File: src/hw/rtl/sms_pkg.sv
`default_nettype none
// ----------------------------------------------------------------------------
// sms_pkg
// shared types, sizes and codes of the sorted multiset store
// ----------------------------------------------------------------------------
package sms_pkg;

    localparam int DEPTH  = 16;
    localparam int IDX_W  = $clog2(DEPTH);
    localparam int OCC_W  = $clog2(DEPTH + 1);
    localparam int CNT_W  = 5;
    localparam int DATA_W = 32;

    localparam logic [1:0] CMD_INSERT = 2'd0;
    localparam logic [1:0] CMD_DELETE = 2'd1;
    localparam logic [1:0] CMD_READ   = 2'd2;
    localparam logic [1:0] CMD_CLEAR  = 2'd3;

    localparam logic [1:0] ST_OK        = 2'd0;
    localparam logic [1:0] ST_NOT_FOUND = 2'd1;
    localparam logic [1:0] ST_EMPTY     = 2'd2;
    localparam logic [1:0] ST_FULL      = 2'd3;

    typedef struct packed {
        logic [1:0]               cmd;
        logic signed [DATA_W-1:0] value;
    } req_t;

    typedef struct packed {
        logic [1:0]               status;
        logic signed [DATA_W-1:0] entry;
        logic [CNT_W-1:0]         count;
        logic                     last;
    } res_t;

    typedef struct packed {
        logic       load;
        logic       ins;
        logic       clr;
        logic       del;
        logic       rd;
        logic       emit;
        logic [1:0] status;
        logic       last;
    } ctrl_t;

    typedef struct packed {
        logic [1:0] cmd;
        logic       empty;
        logic       full;
        logic       hit;
        logic       rd_last;
    } stat_t;

endpackage
`default_nettype wire

File: src/hw/rtl/sms_ctrl.sv
`default_nettype none
// ----------------------------------------------------------------------------
// sms_ctrl
// command sequencer: decodes a transaction and steps the datapath
// ----------------------------------------------------------------------------
module sms_ctrl (
    input  wire logic          clk,
    input  wire logic          rst_n,
    input  wire logic          start,
    output logic               busy,
    input  wire sms_pkg::stat_t stat,
    output sms_pkg::ctrl_t     ctrl
);

    localparam logic [1:0] S_IDLE = 2'd0;
    localparam logic [1:0] S_EXEC = 2'd1;
    localparam logic [1:0] S_DEL  = 2'd2;
    localparam logic [1:0] S_READ = 2'd3;

    logic [1:0] state_reg;
    logic [1:0] state_next;

    always_ff @(posedge clk or negedge rst_n)
    begin
        if (!rst_n)
        begin
            state_reg <= S_IDLE;
        end
        else
        begin
            state_reg <= state_next;
        end
    end

    assign busy = (state_reg != S_IDLE);

    always_comb
    begin
        state_next  = state_reg;
        ctrl        = '0;
        ctrl.status = sms_pkg::ST_OK;
        case (state_reg)
            S_IDLE:
            begin
                if (start)
                begin
                    ctrl.load  = 1'b1;
                    state_next = S_EXEC;
                end
            end
            S_EXEC:
            begin
                ctrl.last  = 1'b1;
                state_next = S_IDLE;
                case (stat.cmd)
                    sms_pkg::CMD_INSERT:
                    begin
                        ctrl.emit = 1'b1;
                        if (stat.full)
                        begin
                            ctrl.status = sms_pkg::ST_FULL;
                        end
                        else
                        begin
                            ctrl.ins = 1'b1;
                        end
                    end
                    sms_pkg::CMD_DELETE:
                    begin
                        if (stat.empty)
                        begin
                            ctrl.emit   = 1'b1;
                            ctrl.status = sms_pkg::ST_EMPTY;
                        end
                        else if (!stat.hit)
                        begin
                            ctrl.emit   = 1'b1;
                            ctrl.status = sms_pkg::ST_NOT_FOUND;
                        end
                        else
                        begin
                            ctrl.del   = 1'b1;
                            state_next = S_DEL;
                        end
                    end
                    sms_pkg::CMD_READ:
                    begin
                        ctrl.emit = 1'b1;
                        if (stat.empty)
                        begin
                            ctrl.status = sms_pkg::ST_EMPTY;
                        end
                        else
                        begin
                            ctrl.rd   = 1'b1;
                            ctrl.last = stat.rd_last;
                            if (!stat.rd_last)
                            begin
                                state_next = S_READ;
                            end
                        end
                    end
                    default:
                    begin
                        ctrl.emit = 1'b1;
                        ctrl.clr  = 1'b1;
                    end
                endcase
            end
            S_DEL:
            begin
                if (stat.hit)
                begin
                    ctrl.del = 1'b1;
                end
                else
                begin
                    ctrl.emit  = 1'b1;
                    ctrl.last  = 1'b1;
                    state_next = S_IDLE;
                end
            end
            S_READ:
            begin
                ctrl.emit = 1'b1;
                ctrl.rd   = 1'b1;
                ctrl.last = stat.rd_last;
                if (stat.rd_last)
                begin
                    state_next = S_IDLE;
                end
            end
            default:
            begin
                state_next = S_IDLE;
            end
        endcase
    end

endmodule
`default_nettype wire

File: src/hw/rtl/sms_dpath.sv
`default_nettype none
// ----------------------------------------------------------------------------
// sms_dpath
// sorted entry cells with parallel compare and shift, result register
// ----------------------------------------------------------------------------
module sms_dpath (
    input  wire logic          clk,
    input  wire logic          rst_n,
    input  wire sms_pkg::req_t request,
    input  wire sms_pkg::ctrl_t ctrl,
    output sms_pkg::stat_t     stat,
    output sms_pkg::res_t      result,
    output logic               done
);

    logic [1:0]                        cmd_reg;
    logic signed [sms_pkg::DATA_W-1:0] value_reg;
    logic signed [sms_pkg::DATA_W-1:0] entries_reg [sms_pkg::DEPTH];
    logic signed [sms_pkg::DATA_W-1:0] entries_next [sms_pkg::DEPTH];
    logic [sms_pkg::OCC_W-1:0]         occ_reg;
    logic [sms_pkg::OCC_W-1:0]         occ_next;
    logic [sms_pkg::IDX_W-1:0]         idx_reg;
    logic [sms_pkg::IDX_W-1:0]         idx_next;
    sms_pkg::res_t                     res_reg;
    sms_pkg::res_t                     res_next;
    logic                              done_reg;

    logic [sms_pkg::DEPTH-1:0] live;
    logic [sms_pkg::DEPTH-1:0] ge;
    logic [sms_pkg::DEPTH-1:0] eq;
    logic [sms_pkg::DEPTH-1:0] sel;

    // per-cell compare against the operand
    always_comb
    begin
        for (int i = 0; i < sms_pkg::DEPTH; i++)
        begin
            live[i] = (sms_pkg::OCC_W'(i) < occ_reg);
            ge[i]   = live[i] && (entries_reg[i] >= value_reg);
            eq[i]   = live[i] && (entries_reg[i] == value_reg);
            sel[i]  = ge[i] || !live[i];
        end
    end

    assign stat.cmd     = cmd_reg;
    assign stat.empty   = (occ_reg == '0);
    assign stat.full    = (occ_reg == sms_pkg::OCC_W'(sms_pkg::DEPTH));
    assign stat.hit     = |eq;
    assign stat.rd_last = ((sms_pkg::OCC_W'(idx_reg) + sms_pkg::OCC_W'(1)) == occ_reg);

    // insert opens a gap at the first cell >= value, delete closes the first match
    always_comb
    begin
        for (int i = 0; i < sms_pkg::DEPTH; i++)
        begin
            entries_next[i] = entries_reg[i];
            if (ctrl.ins && sel[i])
            begin
                if (i == 0)
                begin
                    entries_next[i] = value_reg;
                end
                else if (sel[i-1])
                begin
                    entries_next[i] = entries_reg[i-1];
                end
                else
                begin
                    entries_next[i] = value_reg;
                end
            end
            else if (ctrl.del && ge[i] && (i < sms_pkg::DEPTH - 1))
            begin
                entries_next[i] = entries_reg[i+1];
            end
        end
    end

    always_comb
    begin
        occ_next = occ_reg;
        if (ctrl.clr)
        begin
            occ_next = '0;
        end
        else if (ctrl.ins)
        begin
            occ_next = occ_reg + sms_pkg::OCC_W'(1);
        end
        else if (ctrl.del)
        begin
            occ_next = occ_reg - sms_pkg::OCC_W'(1);
        end
    end

    always_comb
    begin
        idx_next = idx_reg;
        if (ctrl.load)
        begin
            idx_next = '0;
        end
        else if (ctrl.rd)
        begin
            idx_next = idx_reg + sms_pkg::IDX_W'(1);
        end
    end

    always_comb
    begin
        res_next        = res_reg;
        res_next.status = ctrl.status;
        res_next.entry  = ctrl.rd ? entries_reg[idx_reg] : '0;
        res_next.count  = sms_pkg::CNT_W'(occ_next);
        res_next.last   = ctrl.last;
    end

    always_ff @(posedge clk or negedge rst_n)
    begin
        if (!rst_n)
        begin
            occ_reg  <= '0;
            idx_reg  <= '0;
            done_reg <= 1'b0;
        end
        else
        begin
            occ_reg  <= occ_next;
            idx_reg  <= idx_next;
            done_reg <= ctrl.emit;
        end
    end

    always_ff @(posedge clk)
    begin
        if (ctrl.load)
        begin
            cmd_reg   <= request.cmd;
            value_reg <= request.value;
        end
        if (ctrl.emit)
        begin
            res_reg <= res_next;
        end
        for (int i = 0; i < sms_pkg::DEPTH; i++)
        begin
            entries_reg[i] <= entries_next[i];
        end
    end

    assign result = res_reg;
    assign done   = done_reg;

endmodule
`default_nettype wire

File: src/hw/rtl/sorted_multiset_store.sv
`default_nettype none
// ----------------------------------------------------------------------------
// sorted_multiset_store
// bounded multiset of signed values kept in ascending order
//
//   channel   handshake        payload
//   request   start / busy     request.cmd, request.value
//   result    done (strobe)    result.status, result.entry, result.count,
//                              result.last
//
// a transaction is taken when start is high and busy is low.
// insert, clear, unmatched delete and empty readout: one result, registered
// from the execute state once the transaction is taken.
// delete of k equal entries: one shift of the cell row per entry.
// readout of n entries: one result per cycle from the cell row.
// reset empties the store at once; the receiver takes every result as shown.
// ----------------------------------------------------------------------------
module sorted_multiset_store (
    input  wire logic          clk,
    input  wire logic          rst_n,
    input  wire logic          start,
    output logic               busy,
    input  wire sms_pkg::req_t request,
    output sms_pkg::res_t      result,
    output logic               done
);

    sms_pkg::ctrl_t ctrl;
    sms_pkg::stat_t stat;

    sms_ctrl u_ctrl (
        .clk   (clk),
        .rst_n (rst_n),
        .start (start),
        .busy  (busy),
        .stat  (stat),
        .ctrl  (ctrl)
    );

    sms_dpath u_dpath (
        .clk     (clk),
        .rst_n   (rst_n),
        .request (request),
        .ctrl    (ctrl),
        .stat    (stat),
        .result  (result),
        .done    (done)
    );

endmodule
`default_nettype wire

File: config.mk
export PLATFORM = sky130hd
export DESIGN_NAME = sorted_multiset_store
export DESIGN_NICKNAME = d
export VERILOG_FILES = /design/src/hw/rtl/sms_pkg.sv /design/src/hw/rtl/sms_ctrl.sv /design/src/hw/rtl/sms_dpath.sv /design/src/hw/rtl/sorted_multiset_store.sv
export SDC_FILE = /design/constraint.sdc
export NUM_CORES = 2
export LEC_CHECK = 0
export BUFFER_PORTS_ARGS = -buffer_cell sky130_fd_sc_hd__buf_2
export CELL_PAD_IN_SITES_DETAIL_PLACEMENT = 0
export CELL_PAD_IN_SITES_GLOBAL_PLACEMENT = 1
export CORE_MARGIN = 4
export CORE_UTILIZATION = 35
export DETAILED_ROUTE_END_ITERATION = 8
export HOLD_SLACK_MARGIN = 0.15
export PLACE_DENSITY_LB_ADDON = 0.1
export SKIP_LAST_GASP = 1
export SYNTH_ARGS = -nofsm -noshare
export SYNTH_HDL_FRONTEND = slang
export SYNTH_SLANG_ARGS = --single-unit
File: constraint.sdc
create_clock -name clk -period 7.1 [get_ports clk]
set_input_delay 1.065 -clock clk [delete_from_list [all_inputs] [get_ports clk]]
set_output_delay 1.065 -clock clk [all_outputs]
set_load 0.03 [all_outputs]
# Word-level counts from Yosys, hierarchy flattened
# Memories as Yosys holds them, arrays and structs flattened. A register that Yosys moved wholly into a read port is not among the register bits.
# Index checks and enable logic that the tools add are counted.
dict set report totals {
  register_bits 54
  ram_bits 512
  input_bits 37
  out_inout_bits 42
  word_cells 260
  n_memories 1
}
# memory words word_bits read_ports rd_ports_with_merged_regs wr line_no
set mem_list {}
lappend mem_list {u_dpath.entries_reg 16 32 17 1 16 sms_dpath.sv:18} ;# logic signed [sms_pkg::DATA_W-1:0] entries_reg [sms_pkg::DEPTH];
dict set report op_classes {
  n_addsub 4
  magnitude_cmp 32
  eq_ne 26
  mux 84
  reduce_logical 104
}
# operator count
set ops {}
lappend ops {{$mux 32} 46}
lappend ops {{$eq 32x32->1} 16}
lappend ops {{$ge 32x32->1} 16}
lappend ops {{$logic_and 1x1->1} 63}
lappend ops {{$lt 4x5->1 const A} 8}
lappend ops {{$lt 3x5->1 const A} 4}
lappend ops {{$mux 2} 10}
lappend ops {{$logic_not 1->1} 17}
lappend ops {{$logic_or 1x1->1} 16}
lappend ops {{$reduce_or 16->1} 1}
lappend ops {{$mux 5} 3}
lappend ops {{$mux 1} 14}
lappend ops {{$lt 1x5->1 const A} 2}
lappend ops {{$lt 2x5->1 const A} 2}
lappend ops {{$mux 4} 2}
lappend ops {{$pmux 2 s4} 1}
lappend ops {{$eq 2x2->1 const B} 3}
lappend ops {{$mux 3} 2}
lappend ops {{$pmux 1 s3} 2}
lappend ops {{$pmux 2 s3} 1}
lappend ops {{$add 4x1->5 const B} 1}
lappend ops {{$add 5x1->5 const B} 1}
lappend ops {{$eq 5x5->1} 1}
lappend ops {{$eq 5x5->1 const B} 1}
lappend ops {{other kinds (12)} 17}

# Longest topological paths before layout
dict set report depth {
  ltp_word 10
  ltp_mapped 14
  mapped_depth_nobuf 10
}

# Hierarchy
# A second synthesis with hierarchy kept.
dict set report unflattened {
  hier_cells 3989
  area_unflattened_um2 45358.5
}
# mod n_inst cells_per_inst area_each_um2
set modules_own_cells {}
lappend modules_own_cells {sms_dpath 1 3939 44960.6}
lappend modules_own_cells {sms_ctrl 1 50 397.9}

# Worst setup path before layout
# OpenSTA, ideal clock, no wires.
dict set report synth_timing {
  path_kind {register -> register}
  startpoint {register u_dpath.value_reg[11] (netlist name)}
  endpoint {register u_dpath.res_reg, in the netlist u_dpath.result[0] (enable)}
  setup_ns 0.505
  t_arrival_ns 5.628
  required_ns 6.595
  path_slack_ns 0.967
  stages_incl_launch_ff 11
  n_path_buf 1
  synth_period_minus_slack_ns 6.133
  path_cell_list {edfxtp_1 > clkbuf_1 > inv_1 > ha_1 > and4_1 > and2_1 > nand3_1 > a21oi_1 > a2111oi_2 > nand3_1 > a221oi_1}
}
# item line_no
set synth_lines {}
lappend synth_lines {{start, declared} sms_dpath.sv:17} ;# logic signed [sms_pkg::DATA_W-1:0] value_reg;
lappend synth_lines {{start signal, assigned} sms_dpath.sv:139} ;# value_reg <= request.value;
lappend synth_lines {{end signal, assigned} sms_dpath.sv:143} ;# res_reg <= res_next;
lappend synth_lines {{end, declared} sms_dpath.sv:24} ;# sms_pkg::res_t res_reg;

==> parameters.txt <==
Parameter                              Value

STA
  Slew @ Worst Pin    around 1.2 ns
  Time the final worst path needs with I/O delays and setup    around 5.9 ns
  Worst Hold Margin    approximately 0.27 ns
  Post-route setup TNS    0 ns
  Count of final setup violators    0
  Final number of hold-violating endpoints    0
  Max Clock Freq    170 MHz
  Worst max-slew margin expressed relative to the limit    0.222
  Unrepaired setup endpoints after global routing    no
  Final worst path period share    0.830
  Slew Viols, Final    0
  Maximum clock skew at final layout    roughly 0.037 ns

Yosys
  Combinational family with the most area after synthesis    multiplexers
  Xor and xnor area share after synthesis    0.00115
  Proportion of synthesized area in mux cells    0.205
  Post-synth EDFFs    just under 600
  Adder-Cell Fraction of Synth Area    0.144
  Share of the synthesized area in the top cell type    0.386
  Number of synthesized register bits    598
  Cell area after synthesis    ~46000 um^2
  Syn_area_per_cell    11.2 um^2
  Share of synthesized cell area in and, or, nand and nor gates    0.0866
  Post-Synthesis Net Count    4623
  Seq/Total Area, Yosys    0.393
  Post-synthesis instance total    4061
  Number of library cell types mapped by synthesis    between 70 and 80
  Compound-cell area share of the yosys netlist    0.139
  Top area cells in the synthesized netlist    edfxtp_1 (39%), ha_1 (14%), mux4_2 (7.9%)
  Ys flop type    edfxtp_1
  Async S/R FF share, synth    0.0201
  Leading cell type by number of instances after synthesis    edfxtp_1
  Count of synthesis-stage warnings from yosys    0
  Most frequent cells after synthesis    edfxtp_1 (586), ha_1 (525), a21oi_1 (523), nand2_1 (284), o21ai_0 (250)
  Dominant cell type by area after synthesis    edfxtp_1

Setup path
  Data arrival time of the critical path    about 6.3 ns
  WP data required    approximately 7.5 ns
  Kind of end point of the critical path    flip-flop
  Worst Setup Start Kind    flip-flop
  Slowest stage cell on the critical path    nor4_1
  Crit Path Category    reg -> reg
  Critical path's largest stage delay    ~0.83 ns
  Cells along the critical path    inv_1 -> ha_1 -> nand4_1 -> nor4_1 -> o2111ai_1 -> a21oi_1 -> a2111oi_2 -> a21oi_2 -> buf_4 -> nand2_1 -> a21boi_4 -> buf_12
  Crit-path max FO    18

Route
  Initial detailed-routing violation count    between 2000 and 3000
  Vias after detailed routing    35100
  Final wirelength    approximately 180 mm
  Detailed-routing iteration count for the pre-antenna-repair pass    5
  Vias per cell    ~6
  Final ANT Viol Nets    0
  Routed length per placed instance    approximately 30 um
  Number of remaining DRC errors    0

Floorplan
  Floorplan row count    between 100 and 150
  Die Span Y    ~370 um
  Die footprint    136000 um^2
  Die width    369 um
  Total I/O pin count    79
  Starting density of the core    0.352
  Area inside the core boundary    ~130000 um^2

Power
  VDD IR max    about 0.19 mV
  Cell area power density    roughly 340 nW/um^2
  Pleak    a little under 20 nW

Min path
  Worst min-delay path class    in -> async

Placed design
  Half-perimeter wire length of the detailed placement result    132 mm
  Final weighted congestion in routability-driven placement    roughly 0.9
  Input/output buffers    ~80

Clocking
  PostCTS Resize Cnt    0
  Post CTS Setup Buffer Count    0
  Clock-pin slew of the registers on the worst-case setup and hold paths    roughly 0.060 ns
  Clock insertion delay at the later pin of the skew report    around 0.69 ns
  CTS Buf Count    80
  Post-cts hold buffer count    0
  Deepest level of the CTS H-tree    3
  Buffer depth of the longest clock path    3
  Sinks on Clock Net    roughly 600
  Master cell of the clock root buffer    clkbuf_16
  TritonCTS clock tree    yes

Global route
  First-pass GRT wire length    256 mm
  Maximum number of pins on one net before global-route repair    around 120
  Number of global-route vias before repair    between 30000 and 40000
  Gr ovfl total    0
  Total track usage    0.256
  Initial antenna violation count    5

Layout
  Max reg flops    roughly 510
  Filler Cells Inserted    around 13000
  Signed area change from the synthesized netlist to the final layout    11.6%
  Layout cell share with drive strength beyond 1    0.193
  Number of nets in the layout    4656

Run
  Number of max-cap violations    0

Outcome
  Result of the run    completed
## power breakdown
part | switching (W) | leakage, nW | internal [W]
combinational | 0.00449 | 13.0 | 0.00284
clock | 0.00172 | 1.17 | 0.00218
sequential | 0.000902 | 5.56 | 0.00497
## final timing paths
path	startpoint	to	slack, ns	cells after the start
max	u_dpath.value_reg[21]	u_dpath.entries_reg[6][21]	1.21	12
min	rst_n	u_dpath.occ_reg[1]	0.27	1
max reg2reg	u_dpath.value_reg[21]	u_dpath.entries_reg[6][21]	1.21	12
min reg2reg	u_dpath.entries_reg[8][19]	u_dpath.entries_reg[7][19]	0.62	2
max in group asynchronous	rst_n	u_dpath.idx_reg[0]	6.54	1
min in group clk	request[33]	u_dpath.cmd_reg[1]	0.55	1
## layout by cell type, fill, tap and decap left out, types with 14 or more instances in the layout
master and n:
a31oi_1 106, a21o_1 93, clkbuf_16 83, a21oi_1 522, edfxtp_1 586, nand2_1 283
mux2_4 28, clkbuf_1 22, mux2_1 19, nand4_1 129, ha_1 525, nand3_1 99
nand2b_1 15, o211ai_1 22, buf_4 126, mux2i_1 237, buf_2 78, o21ai_0 250
nor2_1 104, mux4_2 160, o21a_1 14, nor4_1 16, mux2_2 236, clkinv_1 16
nor2b_1 73, inv_1 74
## critical path, delay by kind of cell, from the launching register on
kind                       cells  cell delay, ns
buffers and inverters          3            1.21
adders and majority gates      1            0.53
DFF                            1            0.81
AOI/OAI and AO/OA              5            1.96
and+or+nand+nor                3            1.06
## per-stage QoR
| stage | std cells | worst slack [ns] | area, um^2 | power (W) | utilization |
|---|---|---|---|---|---|
| 6_report | 5900 | 1.21 | 50900 | 0.0171 | 0.393 |
| 3_3_place_gp | 5754 | 1.32 | 48500 | 0.0131 | 0.374 |
| 3_5_place_dp | 5754 | 1.31 | 48500 | 0.0132 | 0.374 |
| 5_1_grt | 5897 | 1.04 | 50900 | 0.0181 | 0.393 |
| 2_1_floorplan | 4061 | 0.967 | 45600 | 0.0103 | - |
| 4_1_cts | 5897 | 1.31 | 50900 | 0.0171 | 0.393 |
## routing by layer
layer / vias to the layer above / share of wire / GRT usage
li1: 16100 / - / -
met5: - / 0.00037 / 0.0103
met1: 17800 / 0.47 / 0.370
met4: 2 / 0.021 / 0.0606
met2: 1067 / 0.45 / 0.399
met3: 180 / 0.062 / 0.0451
## kinds of logic (layout without fill, tap and decap cells)
group	Yosys count	count (layout)
AO/OA/AOI/OAI	1106	1106
buffers and inverters	336	430
adder cells (fa/ha/maj)	525	525
XOR/XNOR	6	6
AND/OR/NAND/NOR	803	803
other	0	3
multiplexers	687	687
flip-flops	598	598
## area by class of cell
| type | count | area, um^2 | share of cell area |
|---|---|---|---|
| clock inverters | 37 | 215 | 0.00423 |
| flip-flops and latches | 598 | 17900 | 0.352 |
| repair buffers | 212 | 1500 | 0.0294 |
| diodes | 3 | 7.51 | 0.000148 |
| inverters | 75 | 282 | 0.00553 |
| well taps | 1742 | 2180 | 0.0429 |
| multi-input cells | 3127 | 26600 | 0.523 |
| clock buffers | 106 | 2170 | 0.0427 |
No activity file was read; power rests on OpenSTA's default activity.
